**src/rtl/csvfs_pkg.sv**
```systemverilog
`timescale 1ns / 1ps
// csvfs_pkg: shared types and constants of the CSV field splitter.
// Used by csvfs_ctrl, csvfs_dp and csv_field_splitter; no dependencies.
package csvfs_pkg;

  localparam int unsigned HELD_DEPTH = 16;
  localparam int unsigned HELD_CNT_W = $clog2(HELD_DEPTH + 1);
  localparam int unsigned HELD_IDX_W = (HELD_DEPTH > 1) ? $clog2(HELD_DEPTH) : 1;

  localparam logic [7:0] CHAR_DQUOTE = 8'h22;
  localparam logic [7:0] CHAR_SQUOTE = 8'h27;
  localparam logic [7:0] CHAR_COMMA  = 8'h2C;
  localparam logic [7:0] CHAR_SPACE  = 8'h20;
  localparam logic [7:0] CHAR_TAB    = 8'h09;
  localparam logic [7:0] CHAR_CR     = 8'h0D;

  typedef enum logic [1:0] {
    KIND_BYTE  = 2'd0,
    KIND_FIELD = 2'd1,
    KIND_LINE  = 2'd2
  } kind_e;

  typedef enum logic [2:0] {
    ACT_NONE,
    ACT_HOLD,
    ACT_BYTE,
    ACT_FIELD,
    ACT_LINE
  } act_e;

  typedef enum logic [1:0] {
    ST_IDLE,
    ST_FLUSH,
    ST_CHAR
  } state_e;

  typedef struct packed {
    logic accept;
    logic emit_held;
    logic emit_char;
  } ctrl_cmd_t;

  typedef struct packed {
    logic can_load;
    logic flush_need;
    logic idx_done;
  } dp_status_t;

endpackage

```
**src/rtl/csvfs_ctrl.sv**
```systemverilog
`timescale 1ns / 1ps
// csvfs_ctrl: sequencer of the CSV field splitter (accept, flush held run, emit byte).
// Depends on csvfs_pkg.
module csvfs_ctrl (
  input  logic                   clk_i,
  input  logic                   rst_ni,
  input  logic                   in_valid_i,
  output logic                   in_ready_o,
  input  csvfs_pkg::dp_status_t  status_i,
  output csvfs_pkg::ctrl_cmd_t   cmd_o
);
  import csvfs_pkg::*;

  state_e state_q, state_d;

  always_ff @(posedge clk_i or negedge rst_ni) begin
    if (!rst_ni) begin
      state_q <= ST_IDLE;
    end else begin
      state_q <= state_d;
    end
  end

  always_comb begin
    state_d = state_q;
    case (state_q)
      ST_IDLE: begin
        if (in_valid_i && status_i.can_load && status_i.flush_need) begin
          state_d = ST_FLUSH;
        end
      end
      ST_FLUSH: begin
        if (status_i.can_load && status_i.idx_done) begin
          state_d = ST_CHAR;
        end
      end
      ST_CHAR: begin
        if (status_i.can_load) begin
          state_d = ST_IDLE;
        end
      end
      default: state_d = ST_IDLE;
    endcase
  end

  always_comb begin
    in_ready_o      = 1'b0;
    cmd_o           = '0;
    case (state_q)
      ST_IDLE: begin
        in_ready_o   = status_i.can_load;
        cmd_o.accept = in_valid_i && status_i.can_load;
      end
      ST_FLUSH: begin
        cmd_o.emit_held = status_i.can_load;
      end
      ST_CHAR: begin
        cmd_o.emit_char = status_i.can_load;
      end
      default: begin
        in_ready_o = 1'b0;
      end
    endcase
  end

endmodule

```
**src/rtl/csvfs_dp.sv**
```systemverilog
`timescale 1ns / 1ps
// csvfs_dp: datapath of the CSV field splitter: quote and field state, held
// whitespace buffer, byte decode and output register. Depends on csvfs_pkg.
module csvfs_dp (
  input  logic                  clk_i,
  input  logic                  rst_ni,
  input  logic [7:0]            char_byte_i,
  input  logic                  line_done_i,
  input  csvfs_pkg::ctrl_cmd_t  cmd_i,
  output csvfs_pkg::dp_status_t status_o,
  output logic                  out_valid_o,
  input  logic                  out_ready_i,
  output logic [1:0]            kind_o,
  output logic [7:0]            out_byte_o,
  output logic                  truncated_o,
  output logic                  last_o
);
  import csvfs_pkg::*;

  logic in_quotes_q, in_quotes_d;
  logic single_q, single_d;
  logic pending_q, pending_d;
  logic content_q;
  logic ovf_q;
  logic [HELD_CNT_W-1:0] cnt_q;
  logic [HELD_IDX_W-1:0] idx_q;
  logic [7:0] held_q [HELD_DEPTH];
  logic [7:0] char_q;

  logic       out_valid_q;
  kind_e      kind_q;
  logic [7:0] byte_q;
  logic       trunc_q;
  logic       last_q;

  logic [7:0] qc;
  logic       is_quote, is_sp, take;
  act_e       act;
  logic       cnt_full;
  logic       load;

  assign qc       = single_q ? CHAR_SQUOTE : CHAR_DQUOTE;
  assign is_quote = (char_byte_i == CHAR_DQUOTE) || (char_byte_i == CHAR_SQUOTE);
  assign is_sp    = (char_byte_i == CHAR_SPACE) ||
                    ((char_byte_i >= CHAR_TAB) && (char_byte_i <= CHAR_CR));
  assign cnt_full = (cnt_q >= HELD_CNT_W'(HELD_DEPTH));

  // Decode of the offered item against the current quote state.
  always_comb begin
    in_quotes_d = in_quotes_q;
    single_d    = single_q;
    pending_d   = 1'b0;
    take        = 1'b0;
    act         = ACT_NONE;
    if (line_done_i) begin
      in_quotes_d = 1'b0;
      single_d    = 1'b0;
      act         = ACT_LINE;
    end else if (pending_q && (char_byte_i == qc)) begin
      take = 1'b1;
    end else begin
      if (pending_q) begin
        in_quotes_d = 1'b0;
      end
      if (pending_q ? 1'b0 : in_quotes_q) begin
        if (char_byte_i == qc) begin
          pending_d = 1'b1;
        end else begin
          take = 1'b1;
        end
      end else if (is_quote && !content_q) begin
        in_quotes_d = 1'b1;
        single_d    = (char_byte_i == CHAR_SQUOTE);
      end else if (char_byte_i == CHAR_COMMA) begin
        act = ACT_FIELD;
      end else begin
        take = 1'b1;
      end
    end
    if (take) begin
      if (!is_sp) begin
        act = ACT_BYTE;
      end else if (content_q) begin
        act = ACT_HOLD;
      end else begin
        act = ACT_NONE;
      end
    end
  end

  assign status_o.can_load   = !out_valid_q || out_ready_i;
  assign status_o.flush_need = (act == ACT_BYTE) && (cnt_q != '0);
  assign status_o.idx_done   = ({1'b0, idx_q} + HELD_CNT_W'(1)) == cnt_q;

  assign load = cmd_i.emit_held || cmd_i.emit_char ||
                (cmd_i.accept && ((act == ACT_LINE) || (act == ACT_FIELD) ||
                                  ((act == ACT_BYTE) && (cnt_q == '0))));

  always_ff @(posedge clk_i or negedge rst_ni) begin
    if (!rst_ni) begin
      in_quotes_q <= 1'b0;
      single_q    <= 1'b0;
      pending_q   <= 1'b0;
      content_q   <= 1'b0;
      ovf_q       <= 1'b0;
      cnt_q       <= '0;
      idx_q       <= '0;
      out_valid_q <= 1'b0;
    end else begin
      if (cmd_i.accept) begin
        in_quotes_q <= in_quotes_d;
        single_q    <= single_d;
        pending_q   <= pending_d;
        idx_q       <= '0;
        case (act)
          ACT_HOLD: begin
            if (cnt_full) begin
              ovf_q <= 1'b1;
            end else begin
              cnt_q <= cnt_q + HELD_CNT_W'(1);
            end
          end
          ACT_BYTE: content_q <= 1'b1;
          ACT_FIELD, ACT_LINE: begin
            content_q <= 1'b0;
            ovf_q     <= 1'b0;
            cnt_q     <= '0;
          end
          default: ;
        endcase
      end
      if (cmd_i.emit_held) begin
        idx_q <= idx_q + HELD_IDX_W'(1);
      end
      if (cmd_i.emit_char) begin
        cnt_q <= '0;
      end
      if (load) begin
        out_valid_q <= 1'b1;
      end else if (out_ready_i) begin
        out_valid_q <= 1'b0;
      end
    end
  end

  always_ff @(posedge clk_i) begin
    if (cmd_i.accept && (act == ACT_HOLD) && !cnt_full) begin
      held_q[cnt_q[HELD_IDX_W-1:0]] <= char_byte_i;
    end
    if (cmd_i.accept && (act == ACT_BYTE)) begin
      char_q <= char_byte_i;
    end
    if (load) begin
      if (cmd_i.emit_held) begin
        kind_q  <= KIND_BYTE;
        byte_q  <= held_q[idx_q];
        trunc_q <= 1'b0;
        last_q  <= 1'b0;
      end else if (cmd_i.emit_char) begin
        kind_q  <= KIND_BYTE;
        byte_q  <= char_q;
        trunc_q <= 1'b0;
        last_q  <= 1'b1;
      end else if (act == ACT_BYTE) begin
        kind_q  <= KIND_BYTE;
        byte_q  <= char_byte_i;
        trunc_q <= 1'b0;
        last_q  <= 1'b1;
      end else begin
        kind_q  <= (act == ACT_LINE) ? KIND_LINE : KIND_FIELD;
        byte_q  <= '0;
        trunc_q <= ovf_q;
        last_q  <= 1'b1;
      end
    end
  end

  assign out_valid_o = out_valid_q;
  assign kind_o      = kind_q;
  assign out_byte_o  = byte_q;
  assign truncated_o = trunc_q;
  assign last_o      = last_q;

endmodule

```
**src/rtl/csv_field_splitter.sv**
```systemverilog
`timescale 1ns / 1ps
// csv_field_splitter: top level of the streaming CSV field splitter.
// Depends on csvfs_pkg, csvfs_ctrl and csvfs_dp.
//
// Takes one line byte (or an end-of-line mark) per transaction and returns
// unquoted, whitespace-trimmed field bytes, field-end and line-end results
// through a registered output. An item is taken when the output register
// is empty or read in that cycle. A content byte that follows held inner
// whitespace is not sent at once: the held run is replayed one entry a
// cycle, while the output register can take it, from the hold buffer
// (16 entries), then the byte follows, and no item is taken meanwhile. The
// input stalls while a result waits unread in the output register. No
// clearing pass after reset.
module csv_field_splitter (
  input  logic       clk_i,
  input  logic       rst_ni,
  input  logic       in_valid_i,
  output logic       in_ready_o,
  input  logic [7:0] char_byte_i,
  input  logic       line_done_i,
  output logic       out_valid_o,
  input  logic       out_ready_i,
  output logic [1:0] kind_o,
  output logic [7:0] out_byte_o,
  output logic       truncated_o,
  output logic       last_o
);
  import csvfs_pkg::*;

  ctrl_cmd_t  cmd;
  dp_status_t status;

  csvfs_ctrl u_ctrl (
    .clk_i      (clk_i),
    .rst_ni     (rst_ni),
    .in_valid_i (in_valid_i),
    .in_ready_o (in_ready_o),
    .status_i   (status),
    .cmd_o      (cmd)
  );

  csvfs_dp u_dp (
    .clk_i       (clk_i),
    .rst_ni      (rst_ni),
    .char_byte_i (char_byte_i),
    .line_done_i (line_done_i),
    .cmd_i       (cmd),
    .status_o    (status),
    .out_valid_o (out_valid_o),
    .out_ready_i (out_ready_i),
    .kind_o      (kind_o),
    .out_byte_o  (out_byte_o),
    .truncated_o (truncated_o),
    .last_o      (last_o)
  );

endmodule
```
**config.mk**
```make
export PLATFORM = sky130hd
export DESIGN_NAME = csv_field_splitter
export DESIGN_NICKNAME = d
export VERILOG_FILES = /design/src/rtl/csvfs_pkg.sv /design/src/rtl/csvfs_ctrl.sv /design/src/rtl/csvfs_dp.sv /design/src/rtl/csv_field_splitter.sv
export SDC_FILE = /design/constraint.sdc
export NUM_CORES = 1
export LEC_CHECK = 0
export ABC_CLOCK_PERIOD_IN_PS = 3300
export BUFFER_PORTS_ARGS = -buffer_cell sky130_fd_sc_hd__buf_2
export CAP_MARGIN = 30
export CELL_PAD_IN_SITES_DETAIL_PLACEMENT = 0
export CELL_PAD_IN_SITES_GLOBAL_PLACEMENT = 1
export CORE_UTILIZATION = 47
export DETAILED_ROUTE_END_ITERATION = 7
export GPL_TIMING_DRIVEN = 0
export PLACE_DENSITY_LB_ADDON = 0.08
export SYNTH_ARGS = -nofsm -noshare
export SYNTH_HDL_FRONTEND = slang
export SYNTH_HIERARCHICAL = 1
export SYNTH_SLANG_ARGS = --single-unit
```
**constraint.sdc**
```tcl
create_clock -name clk_i -period 3.3 [get_ports clk_i]
set_input_delay 0.66 -clock clk_i [delete_from_list [all_inputs] [get_ports clk_i]]
set_output_delay 0.66 -clock clk_i [all_outputs]
set_load 0.1 [all_outputs]
```
==> results.md, run 1 <==
- Boundary pin count: 27
- H-tree depth: 4
- Non-Filler Instances: 688
- Slew HR: 32.2%
- Top Layer Used: met4
- Inserted Clock Buffers: 17
- Post-route antenna net violation count: 0
- Max-slew violation count: 0
- Clock network fraction of total power: 34.9%
- Status: finished with violations
- GPL Wtd Cong: 0.809
- Starting DRT DRC Count: 311
- Post-DP HPWL: 11000 um
- Setup violators final: 0
- Die Ht: 125 um
- Area grow syn2layout: 13.5%
- Fill count: 1176
- First-pass GRT wire length: 25200 um
- Wire length on met1: 7980 um
- Commonest cells post-synth: edfxtp_1, mux4_2, nand2_1
- Cells after DPL: 655
- Hold Path Class: primary input to asynchronous set/reset pin
- Antenna violations before repair: 0
- Vias after detailed routing: 4195
- Crit end category: flop
- DR WL met2: 7540 um
- Failing checks: design-rule violations
- Syn. warnings: 6
- Synth Register Bits: 165
- Avg Cell Area, Syn: 15.9 um^2
- DRC: 12
- Num rows: 44
- Hold slack: 0.161 ns
- Leak pwr: 2.71 nW
- Final Util: 55.1%
- Final cycle utilization of the critical path: 92.7%
- Later-pin clock latency in the skew report: 0.43 ns
- RSZ-0062 raised after global routing: false
- Fin. Hold Viols: 0
- Register area share after synthesis: 68.5%
- CTS clk-pin slew, worst paths: 0.06 ns
- Total wire length: 16600 um
- Max cap viols: 0
- DR pass1 iterations: 6
- Final worst path period need: 3.06 ns
- Pwr Total: 5.34 mW
- Peak Freq: 327 MHz
- Synthesized Nets: 464
- Grt total ovfl: 0
- CTS tree: yes
- Logic pwr share: 19.7%
- Crit-path max FO: 18
- Flop pwr share: 45.3%
- Max clock buf depth: 2
- Pint: 3.67 mW
- Startpoint types: primary input
- WP data required: 3.36 ns
- Synth area leader: edfxtp_1
- Final setup margin: 0.241 ns
- Psw: 1.67 mW
- Sw Ratio: 31.3%
- Core area: 14600 um^2
- CP Class: primary input to flop
- Total die area: 15600 um^2
- VDD IR max: 0.000383 V
- Top cells by area, synth: edfxtp_1, mux4_2, dfrtp_1
- Number of library cell types mapped by synthesis: 55
- Commonest register cell after synthesis: edfxtp_1
- CTS hold repair buffers: 0
- I/O Buffers: 25
- Starting Density: 48.6%
- Layout Nets: 509
- Synth Instances: 446
- DR WL/cell: 24.2 um
- Worst Max-Slew Pin Slew: 1.00 ns
- WL met3: 866 um
- Via density: 6.10
- Pre-CTS WS: -0.349 ns
- Clk root buf: clkbuf_16
- FFs w/ async S/R, synth: 10.3%
- Most common cell in the netlist: edfxtp_1
- EDFF count, synth: 148
- Final setup skew: 0.0108 ns
- Share of cells above drive strength 1: 19.9%
- Total track usage: 22.7%
- Pin count of the biggest net entering global routing: 24
- Die Wd: 125 um
- Clk sinks: 165
- Worst EP arrival: 3.12 ns
- Syn Std Cell Area: 7110 um^2
- Vias in the first global route: 4148
- Yosys top cell area share: 62.5%
- Pwr dens: 662 nW/um^2
[per-stage QoR]
step | cell area [um^2] | setup TNS, ns
finish | 8070 | 0
CTS | 8040 | 0
detailed placement | 7490 | -18.56
floorplan | 7140 | 0
global route | 8070 | 0
global placement | 7490 | -15.65
[critical path, cell delays in order]
cell	delay, ns
buf_2	0.22
buf_6	0.20
or4b_1	0.49
a211o_1	0.39
a21oi_4	0.28
and2_4	0.24
buf_6	0.13
and3_1	0.50
[cells in the final DEF (no fill, tap or decap), types with 5 or more instances in the layout]
master	Yosys	final
buf_2	6	31
o21ai_0	17	17
mux4_2	27	27
a31oi_1	7	7
mux2i_1	14	14
dfrtp_1	17	16
clkbuf_16	0	17
ha_1	5	5
nor2_1	12	11
clkbuf_1	17	17
and3_1	17	17
nand2_1	22	22
a21oi_1	13	13
nor2b_1	10	10
a22oi_1	15	15
inv_1	10	10
nand2b_1	6	6
nor3b_1	6	6
a221oi_1	6	6
edfxtp_1	148	148
and2_1	8	8
nor3_1	9	9
[repair_timing]
action / in CTS / in global routing
endpoints found under the hold margin: 0 / 0
setup buffers: 0 / 1
gates resized for setup: 0 / 1
setup endpoints to repair: 0 / 20
[power groups by stage]
stage	Clock (mW)	Combinational [mW]	Sequential, mW
after floorplan	0	0.400	2.86
after global placement	0	1.02	2.47
after detailed placement	0	1.03	2.47
after CTS	1.89	1.03	2.42
after global routing	1.98	1.10	2.43
final	1.87	1.05	2.42
[sequential cells by signal, summed over array words and instances (netlist names), 2 cells and up]
| register | count |
|---|---|
| u_ctrl/state_q | 2 |
| u_dp/kind_o | 2 |
| u_dp/cnt_q | 5 |
| u_dp/char_q | 8 |
| u_dp/held_q | 128 |
| u_dp/idx_q | 4 |
| u_dp/out_byte_o | 8 |
[area by class of cell]
cell class,count,area (um^2),share of cell area [%]
Clock inverter,14,128,1.58
Clock buffer,17,425,5.27
Buffer,25,116,1.44
Sequential cell,165,4870,60.4
Multi-Input combinational cell,246,2110,26.2
Tap cell,184,230,2.85
Timing Repair Buffer,26,145,1.80
Inverter,10,37.5,0.465
Antenna cell,1,2.50,0.0310
[cells by family (layout without fill, tap and decap cells)]
logic type / after synthesis / after routing / synth area share (%)
fa+ha+maj: 5 / 5 / 0.880
xor+xnor: 6 / 6 / 0.739
buf+inv: 35 / 92 / 2.16
simple gates: 109 / 109 / 8.80
mux: 41 / 41 / 10.5
compound gates: 85 / 85 / 8.41
flops: 165 / 165 / 68.5
other cells: 0 / 1 / 0
[path summary, 6_finish.rpt]
check	depth (start not counted)	slack [ns]	end	start
max in group asynchronous	1	2.82	u_dp/out_valid_o	rst_ni
min in group clk_i	3	0.52	u_ctrl/state_q[0]	in_valid_i
max	8	0.24	u_dp/held_q[15][1]	char_byte_i[0]
min	1	0.16	u_ctrl/state_q[0]	rst_ni
min reg2reg	2	0.54	u_dp/ovf_q	u_dp/ovf_q
max reg2reg	7	0.33	u_dp/out_byte_o[5]	u_dp/idx_q[1]
[per-layer routing]
| metal | GRT usage (%) | vias to the layer above |
|---|---|---|
| met5 | 0 | - |
| met4 | 8.32 | 0 |
| met3 | 4.96 | 16 |
| met2 | 33.5 | 126 |
| met1 | 33.3 | 2173 |
| li1 | - | 1880 |
Power figures use the tool's default switching activity.
==> run 2: changes to the inputs <==
Settings changed: ABC_CLOCK_PERIOD_IN_PS 3300 to 3700, CORE_UTILIZATION 47 to 55, MAX_ROUTING_LAYER set to met4, SLEW_MARGIN set to 20.
Clock period 3.3 ns to 3.7 ns, I/O delays scaled along.
==> run 2 against run 1 <==
The flow still finishes with violations (design-rule violations). Register-to-register slack improved by 0.51 ns. Core utilization rose by 8.9 points. Non-clock buffer count is the same. Clock-buffer cell count is 1 higher. Largest cell class unchanged. Highest routed layer unchanged.
==> results.md, run 2 (synthesis gave the netlist of run 1 again) <==
- Final setup skew: 0.0119 ns (+0.00109 ns)
- Crit-path max FO: 21 (+3)
- CP Depth: 8 (unchanged)
- Starting Density: 56.3% (+7.8 points)
- Max clock buf depth: 2 (unchanged)
- CP Class: primary input to flop
- Share of cells above drive strength 1: 19.4% (-0.44 points)
- Later-pin clock latency in the skew report: 0.42 ns (about the same)
- Vias in the first global route: 4027 (-2.9%)
- Pin count of the biggest net entering global routing: 24 (unchanged)
- Pwr Total: 4.85 mW (-9.3%)
- DP Area: 7460 um^2 (-0.35%)
- Die Ht: 116 um (-7.4%)
- Reg2Reg Depth: 7 (unchanged)
- VDD IR max: 0.000407 V (+6.3%)
- RSZ-0062 raised after global routing: false
- CTS hold repair buffers: 0 (unchanged)
- # diodes: 0 (-1)
- Post-route antenna net violation count: 0 (unchanged)
- Inserted Clock Buffers: 17 (unchanged)
- I/O Buffers: 25 (unchanged)
- Setup crit start: char_byte_i[2]
- Boundary pin count: 27 (unchanged)
- Post-CTS Setup Inserts: 0 (unchanged)
- Worst Max-Slew Pin Slew: 0.869 ns (-0.135 ns)
- Max reg flops: 128 (unchanged)
- Total wire length: 16000 um (-3.9%)
- Final instance area: 8080 um^2 (+0.17%)
- Final Util: 64.0% (+8.9 points)
- FF-to-FF setup slack: 0.84 ns (+0.51 ns)
- H-tree depth: 4 (unchanged)
- Commonest non-fill, non-tap cells in the layout: edfxtp_1, buf_2, mux4_2
- Startpoint types: primary input
- Top delay family on crit path: buffers and inverters
- Clk sinks: 165 (unchanged)
- Max cap viols: 0 (unchanged)
- Logic pwr share: 18.7% (-1.0 points)
- Psw: 1.45 mW (-13%)
- Fin. Hold Viols: 0 (unchanged)
- Grt total ovfl: 0 (unchanged)
- Crit end category: flop
- Worst path cell trace: buf_2 > clkbuf_1 > nor2_1 > mux4_2 > a31oi_1 > o21ai_0 > buf_2 > nor2_1
- Core area: 12600 um^2 (-14%)
- Final cycle utilization of the critical path: 88.9%
- Layout Nets: 509 (unchanged)
- Setup violators final: 0 (unchanged)
- DR pass1 iterations: 8 (+2)
- GPL Wtd Cong: 0.873 (+7.9%)
- End of the critical path: u_dp/char_q[3]
- Final worst path period need: 3.29 ns
- Crit-path max cell delay: 0.53 ns (+0.03 ns)
- DRC: 2 (-10)
- Clk root buf: clkbuf_16
- Fill count: 947 (-19%)
- Leak pwr: 2.73 nW (+0.83%)
- Post-DP HPWL: 10600 um (-3.0%)
- Hold slack: 0.245 ns (+0.0836 ns)
- Hold Path Class: primary input to asynchronous set/reset pin
- DR WL/cell: 23.7 um (-2.2%)
- Pwr dens: 600 nW/um^2 (-9.5%)
- Total track usage: 27.1% (+4.5 points)
- Vias after detailed routing: 4214 (+0.45%)
- Worst flop-to-flop path endpoint: u_dp/out_byte_o[1]
- Via density: 6.23 (+2.2%)
- Antenna violations before repair: 0 (unchanged)
- Clock network fraction of total power: 36.7% (+1.8 points)
- Flop pwr share: 44.6% (-0.7 points)
- Highest-delay cell along the critical path: nor2_1
- First-pass GRT wire length: 23900 um (-4.8%)
- Worst EP arrival: 3.35 ns (+0.23 ns)
- Status: finished with violations
- Failing checks: design-rule violations
- Die Wd: 116 um (-7.4%)
- Peak Freq: 304 MHz
- Pint: 3.40 mW (-7.5%)
- Starting DRT DRC Count: 386 (+24%)
- RR Startpoint: u_dp/idx_q[1]
- Slew HR: 41.3% (+9.1 points)
- CTS tree: yes
- Resized Gates After CTS: 0 (unchanged)
- Max-slew violation count: 0 (unchanged)
- Num rows: 41 (-6.8%)
- WP data required: 3.76 ns (+0.40 ns)
- Area grow syn2layout: 13.7%
- CTS clk-pin slew, worst paths: 0.06 ns (about the same)
- Buf/Inv on CP: 3 (unchanged)
- Sw Ratio: 29.9% (-1.4 points)
- Total die area: 13400 um^2 (-14%)
- Commonest non-fill, non-tap cell in the layout: edfxtp_1
run 2: cell types whose count changed in the layout (fill, tap and decap cells not counted), sizes merged:
| cell | before | now |
|---|---|---|
| buf | 34 | 33 |
| bufinv | 1 | 3 |
| clkbuf | 34 | 36 |
| clkinv | 6 | 5 |
| clkinvlp | 4 | 3 |
| diode | 1 | 0 |
run 2: metrics by stage:
step | setup TNS [ns] | worst slack [ns] | std cells
5_1_grt | 0 | 0.231 | 676
6_report | 0 | 0.411 | 676
4_1_cts | 0 | 0.306 | 675
3_5_place_dp | -1.72 | -0.144 | 643
2_1_floorplan | 0 | 0.229 | 446
3_3_place_gp | -1.20 | -0.101 | 643
run 2: worst min path at each step:
stage,slack [ns],startpoint,depth (start not counted),end
4_1_cts,0.25,rst_ni,1,u_ctrl/state_q[1]
5_1_grt,0.26,rst_ni,1,u_ctrl/state_q[1]
3_5_place_dp,0.50,u_dp/ovf_q,2,u_dp/ovf_q
3_3_place_gp,0.50,u_dp/ovf_q,2,u_dp/ovf_q
2_1_floorplan,0.44,rst_ni,0,u_ctrl/state_q[0]
6_report,0.24,rst_ni,1,u_ctrl/state_q[1]
run 2: worst register-to-register path, delay by kind of cell (launching register included):
family                 cells  cell delay, ns
buffers and inverters      2            1.15
AO/OA/AOI/OAI              4            0.66
multiplexers               1            0.43
flip-flops                 1            0.36
run 2: power by group through the flow:
stage | clock, mW | combinational, mW | sequential, mW
after floorplan | 0 | 0.351 | 2.55
after global placement | 0 | 0.895 | 2.20
after detailed placement | 0 | 0.900 | 2.20
after CTS | 1.81 | 0.903 | 2.16
after global routing | 1.87 | 0.958 | 2.17
final | 1.78 | 0.907 | 2.16
run 2: routing by layer:
metal	global-route usage [%]	vias to the layer above	share of wire [%]
li1	-	1886	-
met3	7.01	16	7.5
met1	39.4	2166	45
met4	8.12	0	1.5
met2	38.0	146	46
met5	-	-	0
run 2: cell type report:
class                           instances  area, um^2  area share (%)
Sequential cell                       165        4870            60.2
Multi-Input combinational cell        246        2110            26.1
Clock buffer                           18         429            5.31
Tap cell                              172         215            2.66
Clock inverter                         14         175            2.17
Timing Repair Buffer                   26         129            1.59
Buffer                                 25         116            1.44
Inverter                               10        37.5           0.464
